## src/sv/gfe_pkg.sv

```systemverilog
// Shared types, constants and frame check function for the GDL90 frame encoder.
package gfe_pkg;

  // Framing bytes and the stuffing mask.
  localparam logic [7:0]  FLAG_BYTE = 8'h7E;
  localparam logic [7:0]  ESC_BYTE  = 8'h7D;
  localparam logic [7:0]  ESC_MASK  = 8'h20;
  localparam logic [15:0] CRC_POLY  = 16'h1021;

  // Output sequencer phases, one per emitted byte slot.
  typedef enum logic [2:0] {
    PH_OPEN,
    PH_DATA,
    PH_DATA_ESC,
    PH_CRCL,
    PH_CRCL_ESC,
    PH_CRCH,
    PH_CRCH_ESC,
    PH_CLOSE
  } phase_t;

  // One accepted byte, ready for the output sequencer.
  typedef struct packed {
    logic        open_frame;
    logic [7:0]  data;
    logic        last;
    logic [15:0] crc;
  } job_t;

  // True for bytes that must be escaped on the link.
  function automatic logic needs_esc(input logic [7:0] b);
    return (b == FLAG_BYTE) || (b == ESC_BYTE);
  endfunction

  // CRC-16-CCITT byte update, MSB first: table entry of the high byte,
  // then the low byte moved up and the new byte folded in.
  function automatic logic [15:0] crc_update(input logic [15:0] c, input logic [7:0] b);
    logic [15:0] v;
    v = {c[15:8], 8'h00};
    for (int k = 0; k < 8; k++) begin
      if (v[15]) begin
        v = {v[14:0], 1'b0} ^ CRC_POLY;
      end else begin
        v = {v[14:0], 1'b0};
      end
    end
    return v ^ {c[7:0], 8'h00} ^ {8'h00, b};
  endfunction

endpackage

```

## src/sv/gfe_front.sv

```systemverilog
// Input stage: accepts message bytes, keeps the running check and frame state.
module gfe_front import gfe_pkg::*; (
  input  logic       clk,
  input  logic       rst,
  input  logic       s_tvalid,
  output logic       s_tready,
  input  logic [7:0] s_tdata,   // data_byte[7:0]
  input  logic       s_tlast,   // last_byte
  output logic       job_valid,
  output job_t       job,
  input  logic       job_pop
);

  logic [15:0] check_value;
  logic        inside_frame;
  logic [15:0] crc_next;
  logic        accept;

  // The job register frees up in the same cycle its final byte is emitted.
  assign s_tready = !job_valid || job_pop;
  assign accept   = s_tvalid && s_tready;

  // A new frame starts its check from zero.
  assign crc_next = crc_update(inside_frame ? check_value : 16'h0000, s_tdata);

  // Frame state and job valid.
  always_ff @(posedge clk) begin
    if (rst) begin
      check_value  <= 16'h0000;
      inside_frame <= 1'b0;
      job_valid    <= 1'b0;
    end else begin
      if (accept) begin
        job_valid <= 1'b1;
        if (s_tlast) begin
          check_value  <= 16'h0000;
          inside_frame <= 1'b0;
        end else begin
          check_value  <= crc_next;
          inside_frame <= 1'b1;
        end
      end else if (job_pop) begin
        job_valid <= 1'b0;
      end
    end
  end

  // Job payload.
  always_ff @(posedge clk) begin
    if (accept) begin
      job.open_frame <= !inside_frame;
      job.data       <= s_tdata;
      job.last       <= s_tlast;
      job.crc        <= crc_next;
    end
  end

endmodule

```

## src/sv/gfe_stuffer.sv

```systemverilog
// Output sequencer: a job's stuffed byte, opening flag first if due, check and closing flag if last.
module gfe_stuffer import gfe_pkg::*; (
  input  logic       clk,
  input  logic       rst,
  input  logic       job_valid,
  input  job_t       job,
  output logic       job_pop,
  output logic       m_tvalid,
  input  logic       m_tready,
  output logic [7:0] m_tdata,   // out_byte[7:0]
  output logic       m_tlast,   // run_last
  output logic       m_tuser    // frame_end
);

  phase_t     phase, phase_next, eff_phase;
  logic       advance;
  logic [7:0] cur_byte;
  logic       cur_done;
  logic       cur_end;

  // The opening flag slot is skipped when the frame is already open.
  assign eff_phase = (phase == PH_OPEN && !job.open_frame) ? PH_DATA : phase;

  // The output register takes a byte whenever it is empty or being drained.
  assign advance = job_valid && (!m_tvalid || m_tready);
  assign job_pop = advance && cur_done;

  // Next phase.
  always_comb begin
    case (eff_phase)
      PH_OPEN:     phase_next = PH_DATA;
      PH_DATA: begin
        if (needs_esc(job.data)) phase_next = PH_DATA_ESC;
        else if (job.last)       phase_next = PH_CRCL;
        else                     phase_next = PH_OPEN;
      end
      PH_DATA_ESC: phase_next = job.last ? PH_CRCL : PH_OPEN;
      PH_CRCL:     phase_next = needs_esc(job.crc[7:0]) ? PH_CRCL_ESC : PH_CRCH;
      PH_CRCL_ESC: phase_next = PH_CRCH;
      PH_CRCH:     phase_next = needs_esc(job.crc[15:8]) ? PH_CRCH_ESC : PH_CLOSE;
      PH_CRCH_ESC: phase_next = PH_CLOSE;
      PH_CLOSE:    phase_next = PH_OPEN;
      default:     phase_next = PH_OPEN;
    endcase
  end

  // Byte and marks for the current slot.
  always_comb begin
    cur_done = 1'b0;
    cur_end  = 1'b0;
    case (eff_phase)
      PH_OPEN:     cur_byte = FLAG_BYTE;
      PH_DATA: begin
        cur_byte = needs_esc(job.data) ? ESC_BYTE : job.data;
        cur_done = !needs_esc(job.data) && !job.last;
      end
      PH_DATA_ESC: begin
        cur_byte = job.data ^ ESC_MASK;
        cur_done = !job.last;
      end
      PH_CRCL:     cur_byte = needs_esc(job.crc[7:0]) ? ESC_BYTE : job.crc[7:0];
      PH_CRCL_ESC: cur_byte = job.crc[7:0] ^ ESC_MASK;
      PH_CRCH:     cur_byte = needs_esc(job.crc[15:8]) ? ESC_BYTE : job.crc[15:8];
      PH_CRCH_ESC: cur_byte = job.crc[15:8] ^ ESC_MASK;
      PH_CLOSE: begin
        cur_byte = FLAG_BYTE;
        cur_done = 1'b1;
        cur_end  = 1'b1;
      end
      default:     cur_byte = FLAG_BYTE;
    endcase
  end

  // Phase register and output valid.
  always_ff @(posedge clk) begin
    if (rst) begin
      phase    <= PH_OPEN;
      m_tvalid <= 1'b0;
    end else begin
      if (advance) begin
        phase    <= phase_next;
        m_tvalid <= 1'b1;
      end else if (m_tready) begin
        m_tvalid <= 1'b0;
      end
    end
  end

  // Output payload register.
  always_ff @(posedge clk) begin
    if (advance) begin
      m_tdata <= cur_byte;
      m_tlast <= cur_done;
      m_tuser <= cur_end;
    end
  end

`ifndef SYNTHESIS
  // A job in mid-expansion must not lose its source.
  assert property (@(posedge clk) disable iff (rst) phase != PH_OPEN |-> job_valid)
    else $error("gfe_stuffer: sequencer mid-job without a job");

  // The closing flag always ends the run of its input byte.
  assert property (@(posedge clk) disable iff (rst) m_tvalid && m_tuser |-> m_tlast)
    else $error("gfe_stuffer: frame end without run end");

  // The closing flag carries the flag value.
  assert property (@(posedge clk) disable iff (rst) m_tvalid && m_tuser |-> m_tdata == FLAG_BYTE)
    else $error("gfe_stuffer: frame end on a non-flag byte");

  // Finishing a job returns the sequencer to its start phase.
  assert property (@(posedge clk) disable iff (rst) job_pop |=> phase == PH_OPEN)
    else $error("gfe_stuffer: job finished in mid-sequence");
`endif

endmodule

```

## src/sv/gdl90_frame_encoder.sv

```systemverilog
// Top level of the GDL90 frame encoder: framing, byte stuffing and CRC-16.
//
//   channel  direction  tdata           tlast       tuser
//   s_*      in         data_byte[7:0]  last_byte   -
//   m_*      out        out_byte[7:0]   run_last    frame_end
//
// Each input byte yields 1 to 8 output bytes, one per cycle through the output register.
// A byte inside a frame gives 1 output byte, or 2 when escaped; the first byte of a
// frame adds the opening flag, the last adds 3 to 5 bytes for check and closing flag.
// The next input transaction is taken in the cycle the current job emits its final byte.
// Reset clears the frame state, the check and both valid flags.
// Output stalls hold the sequencer; the single job register stalls the input side.
module gdl90_frame_encoder import gfe_pkg::*; (
  input  logic       clk,
  input  logic       rst,
  input  logic       s_tvalid,
  output logic       s_tready,
  input  logic [7:0] s_tdata,   // data_byte[7:0]
  input  logic       s_tlast,   // last_byte
  output logic       m_tvalid,
  input  logic       m_tready,
  output logic [7:0] m_tdata,   // out_byte[7:0]
  output logic       m_tlast,   // run_last
  output logic       m_tuser    // frame_end
);

  logic job_valid;
  job_t job;
  logic job_pop;

  gfe_front u_front (
    .clk       (clk),
    .rst       (rst),
    .s_tvalid  (s_tvalid),
    .s_tready  (s_tready),
    .s_tdata   (s_tdata),
    .s_tlast   (s_tlast),
    .job_valid (job_valid),
    .job       (job),
    .job_pop   (job_pop)
  );

  gfe_stuffer u_stuffer (
    .clk       (clk),
    .rst       (rst),
    .job_valid (job_valid),
    .job       (job),
    .job_pop   (job_pop),
    .m_tvalid  (m_tvalid),
    .m_tready  (m_tready),
    .m_tdata   (m_tdata),
    .m_tlast   (m_tlast),
    .m_tuser   (m_tuser)
  );

endmodule

```

## config.mk

```make
export PLATFORM = sky130hd
export DESIGN_NAME = gdl90_frame_encoder
export DESIGN_NICKNAME = d
export VERILOG_FILES = /design/src/sv/gfe_pkg.sv /design/src/sv/gfe_front.sv /design/src/sv/gfe_stuffer.sv /design/src/sv/gdl90_frame_encoder.sv
export SDC_FILE = /design/constraint.sdc
export NUM_CORES = 1
export LEC_CHECK = 0
export BUFFER_PORTS_ARGS = -buffer_cell sky130_fd_sc_hd__buf_2
export CORE_MARGIN = 2
export CORE_UTILIZATION = 62
export CTS_BUF_LIST = sky130_fd_sc_hd__clkbuf_8
export DETAILED_ROUTE_END_ITERATION = 10
export PLACE_DENSITY = 0.82
export SKIP_LAST_GASP = 1
export SLEW_MARGIN = 15
export SYNTH_ARGS = -nofsm -noshare
export SYNTH_HDL_FRONTEND = slang
export SYNTH_SLANG_ARGS = --single-unit
```

## constraint.sdc

```tcl
create_clock -name clk -period 2.8 [get_ports clk]
set_input_delay 0.56 -clock clk [delete_from_list [all_inputs] [get_ports clk]]
set_output_delay 0.56 -clock clk [all_outputs]
set_load 0.005 [all_outputs]
```

; ---- Word level (Yosys, flattened, before mapping)
; Index checks and enable logic that the tools add are counted.
[word_totals]
ff_bits = 58
inputBits = 13
out_inout_bits = 12
elab_cells = 86
[classes]
eq_ne = 13
mux = 27
bitwise_logic = 13
reduce_logical = 21
[op_table]
columns = cell, n
row1 = 13-bit 2-to-1 mux, 8
row2 = 8-bit case mux with 7 select lines, 1
row3 = "8-bit by 7-bit == test with 1-bit output, second input constant", 6
row4 = 16-bit 2-to-1 mux, 2
row5 = 8-bit 2-to-1 mux, 3
row6 = 3-bit inverter, 8
row7 = 3-bit case mux with 8 select lines, 1
row8 = 16-bit XOR, 1
row9 = 16-bit by 8-bit XOR with 16-bit output, 1
row10 = "3-bit == test, second input constant", 4
row11 = 1-bit 2-to-1 mux, 8
row12 = "3-bit by 2-bit == test with 1-bit output, second input constant", 2
row13 = 1-bit logical NOT, 6
row14 = 3-bit logical NOT, 2
row15 = 3-bit 2-to-1 mux, 2
row16 = 1-bit logical AND, 5
row17 = 1-bit logical OR, 5
row18 = 2-bit nonzero test, 2
row19 = "3-bit by 1-bit == test with 1-bit output, second input constant", 1
row20 = 1-bit inverter, 3
row21 = 1-bit case mux with 3 select lines, 1
row22 = 2-bit 2-to-1 mux, 1
row23 = 2-bit OR reduction, 1

; ---- Logic depth before layout (Yosys ltp)
[depth]
depth_word = 20
ltp_mapped = 8
depth_no_buf = 5

; ---- Modules after synthesis
; A second synthesis with hierarchy kept.
[unflattened]
cells_unflattened = 265
area_unflattened_um2 = 2942.8
[modules_own_cells]
columns = module, instances, cells_each, area_per_inst_um2, seq_area_each_um2
row1 = gfe_front, 1, 136, 1778.0, 1141.1
row2 = gfe_stuffer, 1, 129, 1164.9, 380.4

; ---- Worst setup path before layout
; OpenSTA, ideal clock, no wires.
[synth_timing]
kind = register -> register
startpoint = reg u_front.job[18] (netlist name)
endpoint = reg u_front.job[0] (netlist name)
setup_ns = 0.384
t_arrival_ns = 1.868
required_time_ns = 2.416
slack_ns = 0.549
stages_incl_launch_ff = 6
path_buffers = 1
synth_period_minus_slack_ns = 2.251
path_cell_list = edfxtp_1 -> xnor2_1 -> nor3_4 -> a2111o_1 -> buf_4 -> nand2_1
[synth_via]
elab_chain_cells = 8
elab_cells_between_ends = 9
classes_between = eq/ne: 2 / mux: 1 / reduce/logical: 6
[synth_lines]
columns = item, line_no
row1 = 8-bit by 7-bit == test with 1-bit output, gfe_pkg.sv:32  ; return (b == FLAG_BYTE) || (b == ESC_BYTE);
row2 = 1-bit logical OR (*), gfe_pkg.sv:32
row3 = 1-bit logical NOT (*), gfe_stuffer.sv:55  ; cur_done = !needs_esc(job.data) && !job.last;
row4 = 1-bit logical AND (*), gfe_stuffer.sv:55
row5 = 1-bit case mux with 3 select lines (*), gfe_stuffer.sv:51  ; case (eff_phase)
row6 = 1-bit logical AND (*), gfe_stuffer.sv:26  ; assign job_pop = advance && cur_done;
row7 = 1-bit logical OR (*), gfe_front.sv:20  ; assign s_tready = !job_valid || job_pop;
row8 = 1-bit logical AND (*), gfe_front.sv:21  ; assign accept = s_tvalid && s_tready;
row9 = via u_front.accept, gfe_front.sv:17  ; logic accept;
; The timed path passes the listed nets; every way through them passes the cells marked *.
; A chain may end at the register's enable or synchronous reset.

; ---- Worst setup path in the final report
[layout_timing]
startpoint = reg u_stuffer.phase[1]
endpoint = out s_tready
[layout_via]
elab_chain_cells = 7
elab_cells_between_ends = 9
classes_between = eq/ne: 3 / mux: 2 / reduce/logical: 4
[layout_lines]
columns = item, line_no
row1 = start: declaration, gfe_stuffer.sv:15  ; phase_t phase, phase_next, eff_phase;
row2 = start signal: assignment, gfe_stuffer.sv:81  ; phase <= phase_next;
row3 = 3-bit logical NOT, gfe_stuffer.sv:22  ; assign eff_phase = (phase == PH_OPEN && !job.open_frame) ? PH_DATA : phase;
row4 = 1-bit logical AND, gfe_stuffer.sv:22
row5 = 3-bit 2-to-1 mux (*), gfe_stuffer.sv:22
row6 = 3-bit == test (tied with other cells), gfe_stuffer.sv:51
row7 = 1-bit case mux with 3 select lines (*), gfe_stuffer.sv:51
row8 = 1-bit logical AND (*), gfe_stuffer.sv:26
row9 = 1-bit logical OR (*), gfe_front.sv:20
row10 = end: declaration, gdl90_frame_encoder.sv:17  ; output logic s_tready,
; Every way passes the cells marked *; elsewhere a longest branch is shown, timed or not.

==> reports/summary.txt <==
Status: completed
Crit path max fanout: 21
Area share of fa/ha/maj cells after synthesis: 0
Worst-Margin Slew: 779 ps
Proportion of synthesized area in mux cells: 0.0101
Post-Layout Cell Count: 380
Unique masters post-synth: 51
Clk root buf: clkbuf_8
Net count, final: 334
Final Instance Area: 3310 sq um
Synth Register Bits: 58
CP cell instances: nor2_1 -> and2_1 -> o41ai_1 -> buf_2
Share of layout cells above drive strength 1: 0.160
PD cells: 636 nW/um^2
Global Route Usage Sum: 0.256
CP startpoint kind: register
TritonRoute pass-1 iters: 5
CTS max path bufs: 2
Avg WL per Cell: 17.1 um
Pin count of the biggest net entering global routing: 28
First-pass GRT wire length: 10.2 mm
Number of synthesized flops with an enable pin: 36
Final Hold Fails: 0
Slew headroom: 0.478
Tcrit/Tclk final: 0.931
Fill count: 345
Crit-path max cell delay: 550 ps
Final Util: 0.706
Antenna Violating Nets Remaining: 0
Final Max Slew Viols: 0
Gate Count Post-Synth: 300
Min-delay src: s_tdata[7]
Vias in the first global route: 2,118
Leakage dissipation: 0.00117 uW
Peak VDD IR: 0.394 mV
Synth warn: 0
Post-CTS setup buffers: 0
Vias per Instance: 6.24
CP arrival: 2050 ps
DRC viols: 0
Die Area: 5390 sq um
Worst hold path type: in2reg
CTS clock-pin slew for the worst setup and hold paths: 70 ps
Synth Area in XOR/XNOR: 0.0763
Worst path top cell family by delay: flip-flops
Largest family of logic cells by synthesized area: compound AO/OA/AOI/OAI gates
Num Clock Sinks: 58
Total power: 2110 uW
F_max: 0.384 GHz
Critical-path top delay cell: dfxtp_2
RSZ-0062 raised after global routing: false
CTS tree: built
Syn avg cell area: 9.95 sq um
DRT Wirelength: 6.49 mm
Fin crit period: 2610 ps
Core region area: 4690 sq um
Synth Area in Compound Gates: 0.189
Grt ovf: 0
Worst R2R Start: u_stuffer.phase[2]
Die Height: 73.4 um
Iter 0 DRT Violations: 417
H-tree Lvls: 3
Antenna Cells: 0
Width of the chip: 73.4 um
Crit path buffers/inverters: 1
Number of vias in the routed layout: 2,373
Synth Flop Type: edfxtp_1
Synth async-reset ratio: 0
Routability congestion estimate: 1.08
Initial antenna violation count: 0
Core Rows: 25
Mapped Area: 2990 sq um
Placed Area: 3100 sq um
Post-Route Setup TNS: 0 ps
Post-Synth Simple-Gate Area: 0.165
Worst EP required: 2240 ps
Crit. Startpoint: u_stuffer.phase[1]
Initial Util: 0.636
Num CTS Buffers: 9
Clk_lat worst skew: 340 ps
Layout area overhead: 11.0%
Hold-fix buffers, CTS: 0
MaxCap Viol Count: 0
Seq/Total Area, Yosys: 0.510
IO Count: 25
Worst Skew: 5.16 ps
Crit end category: primary output
Dpl hpwl: 4.36 mm
Syn_nets: 313
PortBufs: 24
Crit path kind: reg2out
Placed Cells: 364
Finish-stage setup viols: 0
worst register-to-register path: cells and delay by family (launching register included):
| family | cells | cell delay (ps) |
|---|---|---|
| AO/OA/AOI/OAI | 4 | 950 |
| flip-flops | 1 | 590 |
| AND/OR/NAND/NOR | 1 | 260 |
| buffers and inverters | 1 | 260 |
metal layers:
layer,global-route usage,wire (um),vias to the layer above
li1,-,-,1139
met1,0.329,2770,1110
met2,0.406,3150,103
met3,0.0535,373,21
met4,0.137,199,0
met5,0,0,-
registers in the layout, summed over array words and instances (netlist names):
register	flops
u_stuffer.m_tdata	8
u_front.inside_frame	1
u_stuffer.m_tlast	1
u_front.check_value	16
u_stuffer.m_tvalid	1
u_front.job	26
u_stuffer.m_tuser	1
u_stuffer.phase	3
u_front.job_valid	1
path summary, 6_finish.rpt:
check | end | slack, ps | depth (start not counted)
worst max-delay path | s_tready | 190 | 4
worst min register to register | u_front.check_value[3] | 480 | 2
worst min-delay path | u_front.job[24] | 430 | 1
worst max register to register | u_front.check_value[2] | 680 | 6
power by group:
part / leakage, uW / internal, uW / switching [uW]
Clock: 0.000102 / 490 / 338
Sequential: 0.000524 / 977 / 53.4
Combinational: 0.000546 / 95.8 / 155
cells in the final DEF (no fill, tap or decap), drive strengths merged, types with 3 or more instances in the layout:
cell type,instances
o2bb2ai,4
nand2,33
o211ai,14
nor3,4
edfxtp,36
xnor2,14
clkinv,4
nand3,16
o22ai,3
nor2,26
mux2i,3
nand2b,5
dfxtp,22
buf,30
inv,9
xor2,12
o21ai,9
a21oi,30
and2,5
clkbuf,9
what timing repair did:
item                       4_1_cts  5_1_grt
pin swaps                        0        0
setup endpoints to repair        1        1
gates resized for setup          1        1
final cells by class:
class	instances	area [sq um]	area share
Clock buffer	9	124	0.0374
Clock inverter	7	83.8	0.0253
Inverter	9	33.8	0.0102
Multi-Input combinational cell	213	1320	0.397
Sequential cell	58	1520	0.460
Tap cell	54	67.6	0.0204
Timing Repair Buffer	30	165	0.0498
stage by stage:
stage                     setup WS [ps]  hold slack [ps]
after floorplan                     549              455
after global placement              483              461
after detailed placement            369              470
after CTS                          62.1              420
after global routing               37.5              428
final                               193              429
cells in the mapped netlist (all sizes together) (3+ instances only):
cell,number,area share
edfxtp,36,0.36
nand2,33,0.041
a21oi,30,0.053
nor2,26,0.033
dfxtp,22,0.15
nand3,16,0.027
o211ai,14,0.035
xnor2,14,0.041
xor2,12,0.035
buf,11,0.027
clkbuf,9,0.011
inv,9,0.011
o21ai,9,0.015
and2,5,0.010
nand2b,5,0.010
nor3,4,0.010
o2bb2ai,4,0.012
mux2i,3,0.010
o22ai,3,0.0063
logic make-up (layout without fill, tap and decap cells):
logic type / Yosys count / count (layout)
AO/OA/AOI/OAI: 81 / 81
buffers and inverters: 29 / 55
XOR/XNOR: 26 / 26
flip-flops: 58 / 58
multiplexers: 3 / 3
AND/OR/NAND/NOR: 103 / 103
Power figures use the tool's default switching activity.
